===== src/khms_pkg.sv =====
package khms_pkg;

   localparam int THREADS_DEF = 4;
   localparam int PLIES_DEF = 256;
   localparam int HIST_ENTRIES = 768;
   localparam int HIX_W = 10;

   localparam logic [15:0] HISTORY_LIMIT_RST = 16'd16384;
   localparam logic [15:0] TOTAL_LIMIT_RST = 16'd16384;
   localparam logic signed [15:0] TRANS_SCORE = 16'sd32766;
   localparam logic signed [15:0] KILLER_TOP = 16'sd4;
   localparam logic signed [17:0] QUIET_BASE = -18'sd24000;
   localparam logic [16:0] WEIGHT_MAX = 17'h1FFFF;
   localparam logic [15:0] COUNT_MAX = 16'hFFFF;
   localparam logic [6:0] SQUARES = 7'd64;

   localparam logic [2:0] KIND_CUTOFF = 3'd0;
   localparam logic [2:0] KIND_SUCCESS = 3'd1;
   localparam logic [2:0] KIND_FAILURE = 3'd2;
   localparam logic [2:0] KIND_SCORE = 3'd3;
   localparam logic [2:0] KIND_KILLER = 3'd4;

   localparam logic CSR_HISTORY_LIMIT = 1'b0;
   localparam logic CSR_TOTAL_LIMIT = 1'b1;

   typedef struct packed {
      logic [2:0] kind;
      logic [15:0] move_code;
      logic [3:0] piece_index;
      logic [5:0] target_square;
      logic [6:0] search_depth;
      logic [7:0] ply;
      logic [15:0] hash_move;
      logic [1:0] thread_id;
      logic is_tactical;
   } req_type;

   typedef struct packed {
      logic signed [15:0] order_score;
      logic [15:0] hit_ratio;
      logic [15:0] killer_first;
      logic [15:0] killer_second;
      logic [15:0] killer_third;
      logic [15:0] killer_fourth;
   } rsp_type;

   typedef enum logic [3:0] {
      ST_CLEAR,
      ST_IDLE,
      ST_READ,
      ST_READ2,
      ST_EXEC,
      ST_SWEEP_RD,
      ST_SWEEP_WR,
      ST_DIV,
      ST_OUT
   } state_type;

   // controller to datapath
   typedef struct packed {
      logic clear_step;
      logic load;
      logic read_a;
      logic read_b;
      logic exec;
      logic sweep_rd;
      logic sweep_wr;
      logic div_step;
      logic out_load;
   } cmd_type;

   // datapath to controller
   typedef struct packed {
      logic clear_done;
      logic need_sweep;
      logic need_div;
      logic has_rsp;
      logic sweep_done;
      logic div_done;
   } sts_type;

endpackage


===== src/khms_ctrl.sv =====
module khms_ctrl (
   input logic clock,
   input logic reset,
   input logic req_valid,
   output logic req_ready,
   output logic rsp_valid,
   input logic rsp_ready,
   output khms_pkg::cmd_type cmd,
   input khms_pkg::sts_type sts
);

   khms_pkg::state_type state_ff, state_in;
   logic rsp_valid_ff, rsp_valid_in;

   // state and output flag
   always_ff @(posedge clock) begin
      if (reset) begin
         state_ff <= khms_pkg::ST_CLEAR;
         rsp_valid_ff <= 1'b0;
      end else begin
         state_ff <= state_in;
         rsp_valid_ff <= rsp_valid_in;
      end
   end

   assign rsp_valid = rsp_valid_ff;

   // next state and commands
   always_comb begin
      state_in = state_ff;
      cmd = '0;
      req_ready = 1'b0;
      rsp_valid_in = rsp_valid_ff && !rsp_ready;
      case (state_ff)
         khms_pkg::ST_CLEAR: begin
            cmd.clear_step = 1'b1;
            if (sts.clear_done) state_in = khms_pkg::ST_IDLE;
         end
         khms_pkg::ST_IDLE: begin
            req_ready = 1'b1;
            if (req_valid) begin
               cmd.load = 1'b1;
               state_in = khms_pkg::ST_READ;
            end
         end
         khms_pkg::ST_READ: begin
            cmd.read_a = 1'b1;
            state_in = khms_pkg::ST_READ2;
         end
         khms_pkg::ST_READ2: begin
            cmd.read_b = 1'b1;
            state_in = khms_pkg::ST_EXEC;
         end
         khms_pkg::ST_EXEC: begin
            cmd.exec = 1'b1;
            if (sts.need_sweep) state_in = khms_pkg::ST_SWEEP_RD;
            else if (sts.need_div) state_in = khms_pkg::ST_DIV;
            else if (sts.has_rsp) state_in = khms_pkg::ST_OUT;
            else state_in = khms_pkg::ST_IDLE;
         end
         khms_pkg::ST_SWEEP_RD: begin
            cmd.sweep_rd = 1'b1;
            state_in = khms_pkg::ST_SWEEP_WR;
         end
         khms_pkg::ST_SWEEP_WR: begin
            cmd.sweep_wr = 1'b1;
            if (sts.sweep_done) state_in = khms_pkg::ST_IDLE;
            else state_in = khms_pkg::ST_SWEEP_RD;
         end
         khms_pkg::ST_DIV: begin
            // stop stepping once all quotient bits are in
            if (sts.div_done) state_in = khms_pkg::ST_OUT;
            else cmd.div_step = 1'b1;
         end
         khms_pkg::ST_OUT: begin
            if (!rsp_valid_ff || rsp_ready) begin
               cmd.out_load = 1'b1;
               rsp_valid_in = 1'b1;
               state_in = khms_pkg::ST_IDLE;
            end
         end
         default: state_in = khms_pkg::ST_IDLE;
      endcase
   end

endmodule


===== config.mk =====
export PLATFORM = sky130hd
export DESIGN_NAME = khms_ctrl
export DESIGN_NICKNAME = d
export VERILOG_FILES = /design/src/khms_pkg.sv /design/src/khms_ctrl.sv
export SDC_FILE = /design/constraint.sdc
export NUM_CORES = 1
export LEC_CHECK = 0
export BUFFER_PORTS_ARGS = -buffer_cell sky130_fd_sc_hd__buf_4
export CAP_MARGIN = 40
export CORE_AREA = 4 4 41 43
export CTS_CLUSTER_DIAMETER = 50
export DETAILED_ROUTE_END_ITERATION = 12
export DIE_AREA = 0 0 45 47
export GPL_TIMING_DRIVEN = 0
export SLEW_MARGIN = 20
export SYNTH_ARGS = -nofsm -noshare
export SYNTH_HDL_FRONTEND = slang
export SYNTH_SLANG_ARGS = --single-unit
export TNS_END_PERCENT = 5

===== constraint.sdc =====
create_clock -name clock -period 2.6 [get_ports clock]
set_input_delay 0.13 -clock clock [delete_from_list [all_inputs] [get_ports clock]]
set_output_delay 0.13 -clock clock [all_outputs]
set_load 0.01 [all_outputs]

==> results of run 1 <==
state kept, by name (all words and copies together), names as in the netlist:
signal     count
state_ff       4
rsp_valid      1
power by group through the flow:
stage	Clock [uW]	Sequential, uW	Combinational (uW)
2_1_floorplan	0	81.8	25.7
3_3_place_gp	0	82.2	49.7
3_5_place_dp	0	82.4	49.8
4_1_cts	88.9	81.2	50.2
5_1_grt	96.3	81.6	55.2
6_report	85.8	81.3	49.5
worst max-delay path, cell delays in order, from the launching register on:
cell,delay (ns)
dfxtp_1,0.30
buf_4,0.15
or4b_4,0.50
nor2b_1,0.13
buf_4,0.13
path summary, 6_finish.rpt:
check	startpoint	to	slack, ns	cells past startpoint
min reg2reg	rsp_valid	rsp_valid	0.58	2
max reg2reg	state_ff[3]	state_ff[0]	1.20	4
min	reset	rsp_valid	0.08	2
max	state_ff[3]	cmd[0]	1.02	4
per-stage QoR:
step	area, sq um	cells	power, uW	utilization (%)	setup slack [ns]
3_3_place_gp	571.8	85	131.9	43.94	1.209
4_1_cts	598.1	89	220.3	45.96	1.013
6_report	598.1	89	216.7	45.96	1.019
2_1_floorplan	402.9	50	107.5	-	1.286
5_1_grt	598.1	89	233.2	45.96	0.9524
3_5_place_dp	571.8	85	132.2	43.94	1.206
synth_stat cells, drive strengths merged (2+ instances only):
library cell  n
buf           4
dfxtp         5
nor3          7
nor2          2
inv           4
nand2b        5
o21ai         2
or4           2
nand2         2
cells by family after synthesis:
group,count (synthesis)
AO/OA/AOI/OAI,13
buffers and inverters,8
flip-flops,5
AND/OR/NAND/NOR,24
area by class of cell:
class / instances / area (sq um)
buffer: 4 / 22.52
clock buffer: 4 / 26.28
fill: 150 / 703.2
inverter: 4 / 15.01
multi-input combinational: 37 / 265.3
sequential: 5 / 100.1
tap: 15 / 18.77
timing repair buffer: 20 / 150.1
layer usage:
layer  vias up  global-route usage, %  wire length [um]
met1       201                  15.30               490
met2        15                  18.36               520
met3         0                  4.981                77
met4         0                      0                 0
met5         -                      0                 0
li1        239                      -                 -
==> impl_metrics.toml, run 1 <==
[synthesis]
synth_fp_nets = 60
synth-xor-area-share_pct = 0
synth_edf_count = 0
synth.distinct_cells = 27
synth-compound-area-share_pct = 27.95
postSynthAreaPerCell_sq_um = 8.058
ys_seq_elements = 5
synth_adder_area_share_pct = 0
synth_area_sq_um = 402.9
yosys.area.top_type = "dfxtp_1"
synth_top_area_share_pct = 24.84
netlist_instances = 50
synth_top_family_by_area = "simple AND/OR/NAND/NOR gates"
yosys-top-cells-area = "dfxtp_1 25%, nor3_1 8.7%, nand2b_1 7.8%"
synthSimpleGateAreaFrac_pct = 37.89
synth-seq-area-share_pct = 24.84
synth_top_flop_cell = "dfxtp_1"
yosysWarnings = 0
synth.area.mux_share_pct = 0
synthArstFlopShare_pct = 0

[detailed_routing]
ant_nets = 0
via_per_inst = 5.112
firstDrtPassIters = 4
vias = 455
drcViolationCount = 0
routed_wl_um = 1088
wl_per_cell_um = 12.22
drtIter0Drc = 5

[clock_network]
cts_tree = "yes"
post-cts-setup-buffer-count = 0
cts_buffers = 3
htreeDepth = 1
clk_path_buf_depth = 2
holdBufCountCts = 0
cts.sink_count = 5
clk_latency_ns = 0.23
post_cts_resized = 0
root_buffer = "clkbuf_4"
path_clk_slew_ns = 0.04

[pwr]
pwr-share-comb_pct = 22.9
p_leak_uw = 0.0002831
p_clk_share_pct = 39.6
powerDensity_nw_per_um2 = 362.3
vdd_ir_drop_max_uv = 256.4
internal_power_uw = 163.5
switching_share_pct = 24.54
power_switching_uw = 53.17
seq_power_share_pct = 37.5

[cells_and_area]
diodes = 0
fin_nets = 85
layout-drive-gt1-share_pct = 41.89
most-common-layout-cells = "21 x buf_4, 7 x nor3_1, 5 x nand2b_1, 5 x dfxtp_1, 4 x inv_1"
area_growth_pct = 48.45
layout_commonest_cell = "buf_4"

[die]
die-area_sq_um = 2115
die_w_um = 45
rows = 13
start_util_pct = 30.96
die_y_um = 47
ios = 21
core_sq_um = 1301

[critical_path]
cp_data_required_time_ns = 2.47
arrival_ns = 1.45
critical_path_class = "register to primary output"
critPathCaptureType = "primary output"
cp_max_fo = 9
start_kind = "register"

[sta]
grt_setup_unrepaired = "no"
fin_setup_tns_ns = 0
worst_pin_slew_ns = 0.2666
slew_viol_final = 0
finClkSkew_ns = 0.001534
relSlewSlack_pct = 82.00
fmax_mhz = 632.3
period_share_pct = 60.82
hold_viol = 0
final-setup-viol-count = 0
fin_crit_ns = 1.581
fin_hold_ws_ns = 0.07989

[placed_design]
globalplace.congestion = 0.7269
dp_hpwl_um = 881.1
io_buffers = 20

[outcome]
status = "finished, final reports clean"

[grt]
grt_pass1_vias = 427
overflow = 0
grt_max_degree = 11
grt_pass1_wl_um = 1787
grt_antenna_before_repair = 0
track_usage_pct = 11.47

[flow_run]
drv_cap = 0

[hold_path]
hold_class = "input pin to register"
(Power assumes the default switching activity.)
==> inputs of run 2 (changes only) <==
ABC_AREA = 1   (was default)
clock period = 1.25 ns   (was 2.6 ns; I/O delays follow)
==> run 2 against run 1 <==
Net effect:
- design area increased by 4.0%
- die area stayed put
- critical path depth is 1 higher
- first-iteration DRC count unchanged
- hold slack worse by 0.070 ns
- clock power is 110% higher
- core utilization rose by 1.8 points
==> impl_metrics.toml, run 2 <==
[critical_path]
r2r_slack_ns = 0.15
critical_path_class = "register to primary output"
start_kind = "register"
slowest_stage = "dfxtp_2"
cp_slowest_stage_delay_ns = 0.37
cpMostUsedCell = "inv_1"
cp_max_fo = 4
crit_chain = "inv_1 > nor2_2 > nand3_2 > inv_1 > buf_4"
cp_data_required_time_ns = 1.19
path_delay_family = "flip-flops"
arrival_ns = 1.12
critPathCaptureType = "primary output"
crit_buf_inv = 3

[cells_and_area]
area_growth_pct = 52.45
most-common-layout-cells = "20 x buf_4, 18 x nand2_1, 16 x inv_1, 11 x nor2_1, 6 x nor2_2"
largest_reg_flops = 4
layout-drive-gt1-share_pct = 38.78
fin_nets = 109
fillers = 159
top_register = "state_ff"
layout_commonest_cell = "buf_4"
diodes = 0
fin_util_pct = 47.79

[sta]
relSlewSlack_pct = 87.47
grt_setup_unrepaired = "yes"
fin_setup_tns_ns = 0
finClkSkew_ns = 0.001203
period_share_pct = 94.62
worst_pin_slew_ns = 0.1873
setup_slack_ns = 0.06727
final-setup-viol-count = 0
hold_viol = 0
slew_viol_final = 0
fin_crit_ns = 1.183
fmax_mhz = 845.5

[grt]
grt_antenna_before_repair = 0
grt_pass1_wl_um = 1690
grt_max_degree = 6
grt_pass1_vias = 434
track_usage_pct = 11.00
overflow = 0

[synthesis]
netlist_instances = 74
synth_top_area_share_pct = 24.54
synthArstFlopShare_pct = 0
synth_area_sq_um = 407.9
postSynthAreaPerCell_sq_um = 5.512
synth.distinct_cells = 15
synth_most_common_cell = "nand2_1"
yosys-top-cells-area = "dfxtp_1 25%, nand2_1 17%, inv_1 15%"
synth_fp_nets = 84
yosys.area.top_type = "dfxtp_1"
yosysWarnings = 0
synthTopCellsByCount = "18 x nand2_1, 16 x inv_1, 12 x nor2_1"
synth_edf_count = 0
synth-seq-area-share_pct = 24.54
synth_top_flop_cell = "dfxtp_1"
ys_seq_elements = 5

[clock_network]
cts_buffers = 3
cts.sink_count = 5
root_buffer = "clkbuf_4"
clk_path_buf_depth = 2
cts_tree = "yes"
htreeDepth = 1
path_clk_slew_ns = 0.04
holdBufCountCts = 0
clk_latency_ns = 0.24

[die]
die-area_sq_um = 2115
ios = 21
start_util_pct = 31.35
die_y_um = 47
die_w_um = 45
core_sq_um = 1301
rows = 13

[flow_run]
drv_cap = 0

[hold_path]
hold_class = "input pin to register"

[pwr]
p_leak_uw = 0.0003556
powerDensity_nw_per_um2 = 992.5
vdd_ir_drop_max_uv = 603.1

[detailed_routing]
drtIter0Drc = 5
drcViolationCount = 0
via_per_inst = 4.327
routed_wl_um = 1033
ant_nets = 0
firstDrtPassIters = 2
wl_per_cell_um = 9.142
vias = 489

[placed_design]
io_buffers = 20
dp_hpwl_um = 898.1
globalplace.congestion = 0.7758
preCtsSetupSlack_ns = 0.1231

[outcome]
status = "finished, final reports clean"
run 2: worst paths after layout:
kind	from	endpoint	cells past startpoint
setup / recovery	state_ff[2]	cmd[1]	5
hold / removal	reset	state_ff[1]	2
setup reg to reg	state_ff[0]	state_ff[2]	7
hold reg to reg	rsp_valid	rsp_valid	4
run 2: what timing repair did:
| item | CTS | global route |
|---|---|---|
| gates resized for setup | 1 | 6 |
| pin swaps | 0 | 0 |
| buffers inserted | 0 | 0 |
| setup endpoints to repair | 1 | 6 |
run 2: layer usage:
metal,up-vias,share of wire [%],global-route usage (%),wire length [um]
li1,270,-,-,-
met1,210,45,13.93,463
met2,9,50,17.51,516
met3,0,5.1,1.533,53
met4,0,0,7.018,0
met5,-,0,0,0
run 2: through the flow:
stage	power, uW	hold slack, ns	std cells	area (sq um)
3_5_place_dp	435.0	0.2665	109	576.8
3_3_place_gp	433.1	0.2599	109	576.8
4_1_cts	624.4	0.005977	113	604.3
5_1_grt	664.5	0.02174	113	621.8
2_1_floorplan	342.0	0.1316	74	407.9
6_report	617.2	0.009657	113	621.8
run 2: where the power goes:
part / internal (uW) / total [uW] / switching [uW]
combinational: 111 / 246 / 134
sequential: 173 / 191 / 18.1
clock: 120 / 181 / 60.4
total: 404 / 617 / 213
run 2: cell families (layout without fill, tap and decap cells):
family | count (synthesis) | in the layout | synth area share (%)
DFF | 5 | 5 | 24.54
buffers and inverters | 17 | 41 | 15.64
AOI/OAI and AO/OA | 8 | 8 | 11.04
and+or+nand+nor | 44 | 44 | 48.77
run 2: area by class of cell:
type | instances | area, sq um | share of cell area, %
Timing Repair Buffer | 20 | 150.1 | 24.14
Clock buffer | 4 | 26.28 | 4.225
Sequential cell | 5 | 106.4 | 17.10
Multi-Input combinational cell | 52 | 256.5 | 41.25
Inverter | 17 | 63.81 | 10.26
Tap cell | 15 | 18.77 | 3.018
